`config.mk`:
```
export PLATFORM = sky130hd
export DESIGN_NAME = majority_vote_preamble_deframer_top
export DESIGN_NICKNAME = d
export VERILOG_FILES = /design/src/sv/mvpd_pkg.sv /design/src/sv/majority_vote_preamble_deframer_top.sv /design/src/sv/mvpd_vote.sv /design/src/sv/mvpd_framer.sv
export SDC_FILE = /design/constraint.sdc
export NUM_CORES = 1
export LEC_CHECK = 0
export BUFFER_PORTS_ARGS = -buffer_cell sky130_fd_sc_hd__buf_2
export CAP_MARGIN = 0
export CORE_ASPECT_RATIO = 1.75
export CORE_UTILIZATION = 55
export DETAILED_ROUTE_END_ITERATION = 8
export PLACE_DENSITY = 0.83
export RECOVER_POWER = 100
export SLEW_MARGIN = 10
export SYNTH_ARGS = -nofsm -noshare
export SYNTH_HDL_FRONTEND = slang
export SYNTH_SLANG_ARGS = --single-unit
```
`constraint.sdc`:
```
create_clock -name clk -period 5.5 [get_ports clk]
set_clock_uncertainty 0.2 [all_clocks]
set_input_delay 0.55 -clock clk [delete_from_list [all_inputs] [get_ports clk]]
set_output_delay 0.55 -clock clk [all_outputs]
set_load 0.005 [all_outputs]
```
`src/sv/mvpd_pkg.sv`:
```
// ----------------------------------------------------------------------------
// Majority-vote preamble deframer package
// Shared constants and the structs passed on by the vote and framer stages.
// ----------------------------------------------------------------------------
package mvpd_pkg;

	localparam int MAX_MESSAGE_BITS = 4096;
	// The bit counter must be able to hold MAX_MESSAGE_BITS itself.
	localparam int BIT_CNT_W = $clog2(MAX_MESSAGE_BITS + 1);

	localparam int LAT_W = 16;
	localparam int BYTE_W = 8;
	localparam int PRE_W = 6;

	localparam logic [PRE_W-1:0] PREAMBLE = 6'b101011;
	localparam logic [LAT_W-1:0] THRESH_RESET = 16'd100;
	localparam logic [LAT_W-1:0] COUNT_MAX = '1;
	localparam logic [BIT_CNT_W-1:0] MAX_BITS = BIT_CNT_W'(MAX_MESSAGE_BITS);

	// One decided bit, present only on a window end.
	typedef struct packed {
		logic valid;
		logic value;
	} bit_evt_t;

	// One result item, valid when the current sample produces output.
	typedef struct packed {
		logic              valid;
		logic [BYTE_W-1:0] byte_value;
		logic              eom;
	} result_t;

endpackage

```
`src/sv/majority_vote_preamble_deframer_top.sv`:
```
// ----------------------------------------------------------------------------
// Majority-vote preamble deframer, top level
// Decides bits from latency samples, hunts the preamble and emits bytes.
// ----------------------------------------------------------------------------
// Input channel: in_valid/in_stall carry one access_latency sample with its
// window_end flag per transaction. Output channel: out_valid/out_stall carry
// byte_value and end_of_message. The configuration channel cfg_valid/
// cfg_ready writes miss_threshold; cfg_ready is always high, and the write
// is meant to happen only while the block is idle.
// A sample is registered on acceptance; when it is processed, its result,
// if any, is loaded into the output register. One sample is taken every
// cycle as long as the output side keeps up; this is set by the update of
// the vote counters and framer state.
// Samples that produce no result keep flowing while a result waits. When
// a sample would produce a result and the output register is full and
// stalled, that sample waits in the input register and in_stall rises.
// Reset clears the counters, returns to preamble hunting, empties both
// registers and sets miss_threshold to 100.
// ----------------------------------------------------------------------------
module majority_vote_preamble_deframer_top
	import mvpd_pkg::*;
(
	input  logic              clk,
	input  logic              arst_n,
	input  logic              in_valid,
	output logic              in_stall,
	input  logic [LAT_W-1:0]  access_latency,
	input  logic              window_end,
	output logic              out_valid,
	input  logic              out_stall,
	output logic [BYTE_W-1:0] byte_value,
	output logic              end_of_message,
	input  logic              cfg_valid,
	output logic              cfg_ready,
	input  logic [LAT_W-1:0]  cfg_data
);

	logic [LAT_W-1:0]  threshold_q;
	logic              valid_s1;
	logic [LAT_W-1:0]  latency_s1;
	logic              wend_s1;
	logic              out_valid_q;
	logic [BYTE_W-1:0] byte_q;
	logic              eom_q;
	logic              go;
	logic              accept;
	bit_evt_t          bit_evt;
	result_t           result;

	assign cfg_ready = 1'b1;

	// A sample without a result never needs the output register.
	assign go = valid_s1 && (!result.valid || !out_valid_q || !out_stall);
	assign in_stall = valid_s1 && !go;
	assign accept = in_valid && !in_stall;

	always_ff @(posedge clk or negedge arst_n) begin
		if (!arst_n)
			threshold_q <= THRESH_RESET;
		else if (cfg_valid)
			threshold_q <= cfg_data;
	end

	always_ff @(posedge clk or negedge arst_n) begin
		if (!arst_n) begin
			valid_s1 <= 1'b0;
		end else if (accept) begin
			valid_s1 <= 1'b1;
		end else if (go) begin
			valid_s1 <= 1'b0;
		end
	end

	always_ff @(posedge clk) begin
		if (accept) begin
			latency_s1 <= access_latency;
			wend_s1 <= window_end;
		end
	end

	mvpd_vote u_vote (
		.clk       (clk),
		.arst_n    (arst_n),
		.go        (go),
		.latency   (latency_s1),
		.wend      (wend_s1),
		.threshold (threshold_q),
		.bit_evt   (bit_evt)
	);

	mvpd_framer u_framer (
		.clk     (clk),
		.arst_n  (arst_n),
		.go      (go),
		.bit_evt (bit_evt),
		.result  (result)
	);

	always_ff @(posedge clk or negedge arst_n) begin
		if (!arst_n) begin
			out_valid_q <= 1'b0;
		end else if (go && result.valid) begin
			out_valid_q <= 1'b1;
		end else if (!out_stall) begin
			out_valid_q <= 1'b0;
		end
	end

	always_ff @(posedge clk) begin
		if (go && result.valid) begin
			byte_q <= result.byte_value;
			eom_q <= result.eom;
		end
	end

	assign out_valid = out_valid_q;
	assign byte_value = byte_q;
	assign end_of_message = eom_q;

endmodule

```
`src/sv/mvpd_vote.sv`:
```
// ----------------------------------------------------------------------------
// Majority-vote bit decision
// Counts hits and misses per bit window and decides the bit at window end.
// ----------------------------------------------------------------------------
module mvpd_vote
	import mvpd_pkg::*;
(
	input  logic             clk,
	input  logic             arst_n,
	input  logic             go,
	input  logic [LAT_W-1:0] latency,
	input  logic             wend,
	input  logic [LAT_W-1:0] threshold,
	output bit_evt_t         bit_evt
);

	logic [LAT_W-1:0] miss_cnt_q;
	logic [LAT_W-1:0] hit_cnt_q;
	logic [LAT_W-1:0] miss_cnt_n;
	logic [LAT_W-1:0] hit_cnt_n;
	logic             is_miss;

	always_comb begin
		is_miss = latency > threshold;
		miss_cnt_n = miss_cnt_q;
		hit_cnt_n = hit_cnt_q;
		if (is_miss) begin
			if (miss_cnt_q != COUNT_MAX)
				miss_cnt_n = miss_cnt_q + 1'b1;
		end else begin
			if (hit_cnt_q != COUNT_MAX)
				hit_cnt_n = hit_cnt_q + 1'b1;
		end
		bit_evt.valid = wend;
		bit_evt.value = miss_cnt_n >= hit_cnt_n;
	end

	always_ff @(posedge clk or negedge arst_n) begin
		if (!arst_n) begin
			miss_cnt_q <= '0;
			hit_cnt_q <= '0;
		end else if (go) begin
			if (wend) begin
				miss_cnt_q <= '0;
				hit_cnt_q <= '0;
			end else begin
				miss_cnt_q <= miss_cnt_n;
				hit_cnt_q <= hit_cnt_n;
			end
		end
	end

endmodule

```
`src/sv/mvpd_framer.sv`:
```
// ----------------------------------------------------------------------------
// Preamble hunt and byte framer
// Finds the preamble, then packs bits MSB first and flags the message end.
// ----------------------------------------------------------------------------
module mvpd_framer
	import mvpd_pkg::*;
(
	input  logic     clk,
	input  logic     arst_n,
	input  logic     go,
	input  bit_evt_t bit_evt,
	output result_t  result
);

	logic                 receiving_q;
	logic [PRE_W-1:0]     shift_q;
	logic [BIT_CNT_W-1:0] bit_cnt_q;
	logic [BYTE_W-1:0]    acc_q;

	logic                 receiving_n;
	logic [PRE_W-1:0]     shift_n;
	logic [BIT_CNT_W-1:0] bit_cnt_n;
	logic [BYTE_W-1:0]    acc_n;
	logic [PRE_W-1:0]     shift_new;
	logic [BYTE_W-1:0]    acc_new;
	logic [BIT_CNT_W-1:0] next_cnt;
	logic                 byte_done;

	always_comb begin
		receiving_n = receiving_q;
		shift_n = shift_q;
		bit_cnt_n = bit_cnt_q;
		acc_n = acc_q;
		result = '0;
		shift_new = {shift_q[PRE_W-2:0], bit_evt.value};
		acc_new = {acc_q[BYTE_W-2:0], bit_evt.value};
		next_cnt = bit_cnt_q + 1'b1;
		byte_done = next_cnt[2:0] == 3'd0;
		if (bit_evt.valid) begin
			if (!receiving_q) begin
				if (shift_new == PREAMBLE) begin
					receiving_n = 1'b1;
					shift_n = '0;
					bit_cnt_n = '0;
					acc_n = '0;
				end else begin
					shift_n = shift_new;
				end
			end else if ((byte_done && acc_new == '0) || next_cnt >= MAX_BITS) begin
				// Zero byte or bit limit: end marker, then hunt again.
				result.valid = 1'b1;
				result.eom = 1'b1;
				receiving_n = 1'b0;
				shift_n = '0;
				bit_cnt_n = '0;
				acc_n = '0;
			end else begin
				bit_cnt_n = next_cnt;
				if (byte_done) begin
					result.valid = 1'b1;
					result.byte_value = acc_new;
					acc_n = '0;
				end else begin
					acc_n = acc_new;
				end
			end
		end
	end

	always_ff @(posedge clk or negedge arst_n) begin
		if (!arst_n) begin
			receiving_q <= 1'b0;
			shift_q <= '0;
			bit_cnt_q <= '0;
			acc_q <= '0;
		end else if (go) begin
			receiving_q <= receiving_n;
			shift_q <= shift_n;
			bit_cnt_q <= bit_cnt_n;
			acc_q <= acc_n;
		end
	end

endmodule

```
After elaboration in Yosys (flattened, before gate mapping):

Index checks and enable logic that the tools add are counted.

* input bits: 38
* output and inout bits: 12
* register bits after elaboration: 102
* logic and storage cells: 78

* mux-type cells: 29
* eq/ne operators: 5
* bitwise gates (word level): 3
* add/sub/neg operators: 3
* order comparisons: 3
* reductions and logical operators: 22

Operators by type and width (count)
* $mux W16: 6
* $mux W13: 3
* $add A16 B1 Y16 const B: 2
* $ne A16 B16 Y1 const B: 2
* $mux W7: 4
* $mux W10: 2
* $ge A16 B16 Y1: 1
* $gt A16 B16 Y1: 1
* $mux W5: 3
* $add A13 B1 Y13 const B: 1
* $ge A13 B13 Y1 const B: 1
* $mux W1: 9
* $mux W9: 1
* $logic_not A8 Y1: 1
* $mux W8: 1
* $eq A6 B6 Y1 const B: 1
* $reduce_and A3 Y1: 2
* $logic_and A1 B1 Y1: 5
* $logic_not A1 Y1: 5
* $reduce_and A2 Y1: 2
* $reduce_bool A2 Y1: 2
* $reduce_or A4 Y1: 1
* $logic_not A3 Y1: 1
* $logic_or A1 B1 Y1: 3
* 3 further kinds: 5

Depth between registers and ports, before layout:

* depth in word-level cells: 19
* depth in mapped cells: 19

Hierarchy:

Synthesis repeated with hierarchy kept, for this count alone.

* cells, all modules: 608
* area total of the unflattened synthesis: 6073.3 um^2

Modules (own cells, without submodules)
* mvpd_vote: instances 1, area each 3171.8 um^2, cells each 395
* majority_vote_preamble_deframer_top: instances 1, area each 1544.0 um^2, cells each 74
* mvpd_framer: instances 1, area each 1357.6 um^2, cells each 139

Least setup slack after synthesis:

OpenSTA, ideal clock, no wires.

* path kind: register to register
* start: reg latency_s1[15]
* end: reg u_framer.bit_cnt_q[11]
* path buffers: 2
* library setup time: 0.121 ns
* path slack: 1.566 ns
* data required time: 5.179 ns
* data arrival time: 3.613 ns
* period minus slack after synthesis: 3.934 ns
* stages on the path, launching flop included: 18
* cell sequence: edfxtp_1 -> ha_1 -> nand4_2 -> nor4_2 -> a21bo_1 -> and4_4 -> buf_6 -> nor3_4 -> a31oi_1 -> a21oi_1 -> ha_1 -> nand4_1 -> nor3_1 -> a32oi_1 -> nand4_1 -> and3_1 -> clkbuf_1 -> a22o_1

* longest elaborated chain between the ends: 14
* elaborated cells on any way between the ends: 19
* those cells by class: order compare: 2; eq/ne: 1; mux: 7; reduce/logical: 9

Ends and longest elaborated chain
* start: declaration: RTL line majority_vote_preamble_deframer_top.sv:40 `logic [LAT_W-1:0] latency_s1;`
* start signal: assignment: RTL line majority_vote_preamble_deframer_top.sv:76 `latency_s1 <= access_latency;`
* $gt A16 B16 Y1 *: RTL line mvpd_vote.sv:24 `is_miss = latency > threshold;`
* $mux W16: RTL line mvpd_vote.sv:27 `if (is_miss) begin`
* $ge A16 B16 Y1 *: RTL line mvpd_vote.sv:35 `bit_evt.value = miss_cnt_n >= hit_cnt_n;`
* $logic_not A8 Y1: RTL line mvpd_framer.sv:49 `end else if ((byte_done && acc_new == '0) || next_cnt >= MAX_BITS) begin`
* $logic_and A1 B1 Y1: RTL line mvpd_framer.sv:49
* $logic_or A1 B1 Y1: RTL line mvpd_framer.sv:49
* $mux W1: RTL line mvpd_framer.sv:49
* $mux W10: RTL line mvpd_framer.sv:40 `if (!receiving_q) begin`
* $mux W10: RTL line mvpd_framer.sv:39 `if (bit_evt.valid) begin`
* $logic_not A1 Y1: RTL line majority_vote_preamble_deframer_top.sv:53 `assign go = valid_s1 && (!result.valid || !out_valid_q || !out_stall);`
* $logic_or A1 B1 Y1 (2 in a row): RTL line majority_vote_preamble_deframer_top.sv:53
* $logic_and A1 B1 Y1: RTL line majority_vote_preamble_deframer_top.sv:53
* $reduce_and A3 Y1 (no line)
* end signal: assignment: RTL line mvpd_framer.sv:79 `bit_cnt_q <= bit_cnt_n;`
* end: declaration: RTL line mvpd_framer.sv:17 `logic [BIT_CNT_W-1:0] bit_cnt_q;`

Mark *: on every way between the ends. The rest lies on a longest branch, timed or not.
A chain may end at the register's enable or synchronous reset.

Final worst setup path:

* start: reg threshold_q[2]
* end: reg u_framer.bit_cnt_q[8]

* longest elaborated chain between the ends: 14
* elaborated cells on any way between the ends: 19
* those cells by class: order compare: 2; eq/ne: 1; mux: 7; reduce/logical: 9

Ends and longest elaborated chain
* start: declaration: RTL line majority_vote_preamble_deframer_top.sv:38 `logic [LAT_W-1:0] threshold_q;`
* start signal: assignment: RTL line majority_vote_preamble_deframer_top.sv:61 `threshold_q <= cfg_data;`
* $gt A16 B16 Y1 *: RTL line mvpd_vote.sv:24
* $mux W16: RTL line mvpd_vote.sv:27
* $ge A16 B16 Y1 *: RTL line mvpd_vote.sv:35
* $logic_not A8 Y1: RTL line mvpd_framer.sv:49
* $logic_and A1 B1 Y1: RTL line mvpd_framer.sv:49
* $logic_or A1 B1 Y1: RTL line mvpd_framer.sv:49
* $mux W1: RTL line mvpd_framer.sv:49
* $mux W10: RTL line mvpd_framer.sv:40
* $mux W10: RTL line mvpd_framer.sv:39
* $logic_not A1 Y1: RTL line majority_vote_preamble_deframer_top.sv:53
* $logic_or A1 B1 Y1 (2 in a row): RTL line majority_vote_preamble_deframer_top.sv:53
* $logic_and A1 B1 Y1: RTL line majority_vote_preamble_deframer_top.sv:53
* $reduce_and A3 Y1 (no line)

Marks and branches as above.

==> flow_summary.json <==
{
  "ir_drop_v": 0.000234,
  "grt_pass1_vias": 5194,
  "design_area_sq_um": 6540,
  "antenna_found_initial": 0,
  "final_cell_mix": "nand2_1, dfrtp_1, o21ai_0, buf_2, ha_1",
  "ant_nets": 0,
  "setup_violations": 0,
  "yosysSeqAreaShare_pct": 44.9,
  "place.port_buffers": 48,
  "worst_ep_required_time_ps": 5540,
  "endpoint_kind": "flip-flop",
  "rsz0062_at_grt": "false",
  "cts_resized": 0,
  "worstSkewPairLatency_ps": 360,
  "finalHoldViolations": 0,
  "clockPowerShare_pct": 37.6,
  "clock_sinks": 102,
  "critical_path_class": "reg -> reg",
  "fin_crit_sh_pct": 91.7,
  "yosys_most_used_dff": "dfrtp_1",
  "seqPwrFrac_pct": 48.0,
  "netlist_area_sq_um": 5980,
  "syn_nets": 700,
  "ys_types": 74,
  "gp_congestion": 0.915,
  "critPathMaxFanout": 22,
  "violations": "capacitance limit, slew limit",
  "dr.pass1.iters": 5,
  "internal_power_mw": 1.27,
  "start_util_pct": 56.2,
  "root_buffer": "clkbuf_16",
  "clkTransAtPathRegs_ps": 70,
  "htreeDepth": 3,
  "status": "complete, but fails checks",
  "synthAdderAreaFrac_pct": 7.53,
  "synthXorXnorAreaFrac_pct": 3.22,
  "num_io_pins": 50,
  "synth-simple-area-share_pct": 22.1,
  "die_w_microns": 80.8,
  "p_leak_nw": 2.80,
  "wl_per_cell_microns": 17.7,
  "maxSlewHeadroom_pct": -178,
  "post-dp-hpwl_microns": 10000,
  "p_switching_uw": 500,
  "num-nets-final": 736,
  "drc": 0,
  "post-route-min-period_ps": 5040,
  "num_rows": 50,
  "p_per_area_nw_per_um2": 271,
  "cts_tree": "yes",
  "drt_wl_total_microns": 14100,
  "avgSynthCellArea_sq_um": 9.55,
  "grt.total_usage_pct": 26.9,
  "combPwrFrac_pct": 14.4,
  "max_freq_ghz": 0.198,
  "synth_mux_area_share_pct": 0.691,
  "tightestPinTransition_ps": 4180,
  "cp.arrival_ps": 5090,
  "die-area_sq_um": 11300,
  "vias_per_cell": 6.37,
  "tns_ps": 0,
  "drive_gt1_share_pct": 12.3,
  "vias": 5074,
  "drt-initial-drc-count": 378,
  "n_antenna_cell": 0,
  "synthCells": 626,
  "yosys_warnings": 0,
  "min_path_type": "in -> reg",
  "overflow": 0,
  "crit_path_start_kind": "flip-flop",
  "coreArea_sq_um": 10600,
  "final_common_cell": "nand2_1",
  "area_growth_pct": 9.31,
  "clockBufferDepth": 2,
  "synth_compound_area_share_pct": 17.4,
  "ctsHoldBuffers": 0,
  "cts_setup_buffers": 0,
  "grt_pass1_wl_microns": 23300,
  "grt_max_degree": 77,
  "fill_cells": 896,
  "drv_slew": 96,
  "ys_ff_latch": 102,
  "cts_buffers": 9,
  "synth_top_family_by_area": "simple AND/OR/NAND/NOR gates",
  "synth_edf_count": 26,
  "die_h_microns": 140,
  "p_sw_share_pct": 28.2,
  "async_flop_share_pct": 74.5,
  "drv_cap": 2,
  "placed_cell_area_sq_um": 6290
}
[layout make-up]
cell class                 count  area, sq um  area share (%)
multi-input combinational    466         2990            45.7
clock buffer                   9          225            3.45
inverter                      30          113            1.72
tap                          130          163            2.49
clock inverter                 7         96.3            1.47
sequential                   102         2690            41.1
timing repair buffer          53          264            4.04
[stage by stage]
step / power, mW / util, % / worst slack, ps / cells / hold slack, ps
4_1_cts: 1.78 / 62.1 / 610 / 797 / 162
3_3_place_gp: 1.10 / 59.1 / 745 / 781 / 269
3_5_place_dp: 1.12 / 59.1 / 640 / 781 / 279
2_1_floorplan: 1.03 / - / 1570 / 626 / 54.4
5_1_grt: 1.83 / 61.4 / 196 / 797 / 164
6_report: 1.77 / 61.4 / 456 / 797 / 166
[metal layers]
layer  vias to the layer above  share of wire, %  wire length [microns]  GRT usage, %
met5                         -                 0                      0             0
met4                         0               4.6                    648          16.7
met3                        59               5.1                    711          4.10
met2                       204                53                   7440          46.6
met1                      2447                37                   5280          29.8
li1                       2364                 -                      -             -
[sequential cells by signal, indices dropped and copies added (netlist names)]
| name | count |
|---|---|
| byte_value | 8 |
| u_vote.miss_cnt_q | 16 |
| valid_s1 | 1 |
| u_vote.hit_cnt_q | 16 |
| wend_s1 | 1 |
| out_valid | 1 |
| u_framer.bit_cnt_q | 13 |
| threshold_q | 16 |
| latency_s1 | 16 |
| u_framer.acc_q | 7 |
| u_framer.shift_q | 5 |
| end_of_message | 1 |
| u_framer.receiving_q | 1 |
[worst max-delay path: stages (launching register included)]
cell,delay (ps)
dfstp_2,520
inv_1,50
ha_1,280
and2_1,180
o21ai_0,130
a21bo_1,170
nand4_1,500
a21oi_1,670
and3_1,220
o21ai_0,80
ha_1,330
nand4_1,150
nor3_1,290
a32oi_1,240
a21oi_1,290
o21ai_0,120
buf_4,240
a22o_1,260
[synth_stat cells, types with 3 or more instances]
cell type	number	area (sq um)
clkbuf_1	12	45.0
mux2i_1	3	30.0
a21oi_1	30	150
and3_1	14	87.6
o21ai_1	4	20.0
and2_1	11	68.8
nand2_1	93	349
a31oi_1	8	50.1
o211ai_1	3	22.5
nor3_2	3	30.0
nor4b_1	3	26.3
nor2b_1	7	43.8
a22o_1	14	123
xor2_1	3	26.3
a32o_1	3	30.0
dfrtp_1	73	1830
o31ai_1	6	45.0
or3_1	3	18.8
inv_1	30	113
or4_1	4	30.0
nor3_1	18	90.1
a21o_1	6	45.0
ha_1	36	450
dfstp_2	3	78.8
buf_2	11	55.1
o21ai_0	48	240
nor4_1	3	18.8
xnor2_1	19	166
o311ai_1	5	43.8
edfxtp_1	26	781
nand4_1	24	150
nand3_1	19	95.1
nor2_1	28	105
[cells by family (layout without fill, tap and decap cells)]
logic type,count (synthesis),in the layout
AOI/OAI and AO/OA,152,152
muxes,4,4
xor gates and xnor gates,22,22
other,1,1
DFF,102,102
adders and majority gates,36,36
buffers and inverters,58,99
and+or+nand+nor,251,251
[power groups by stage]
stage	clock (mW)	sequential, mW	combinational [mW]
6_report	0.667	0.852	0.254
5_1_grt	0.698	0.857	0.278
4_1_cts	0.676	0.850	0.256
3_5_place_dp	0	0.865	0.251
3_3_place_gp	0	0.862	0.241
2_1_floorplan	0	0.855	0.175
[worst paths after layout]
check / cells after the start / from / slack (ps) / endpoint
worst max-delay path: 17 / threshold_q[2] / 460 / u_framer.bit_cnt_q[8]
min in group asynchronous: 1 / arst_n / 1440 / u_vote.hit_cnt_q[6]
worst min register to register: 2 / u_framer.acc_q[6] / 290 / u_framer.acc_q[6]
worst max register to register: 17 / threshold_q[2] / 460 / u_framer.bit_cnt_q[8]
worst min-delay path: 1 / access_latency[6] / 170 / latency_s1[6]
max in group asynchronous: 1 / arst_n / 1300 / u_vote.hit_cnt_q[4]
Note: power is estimated with default switching activity, not from simulation.
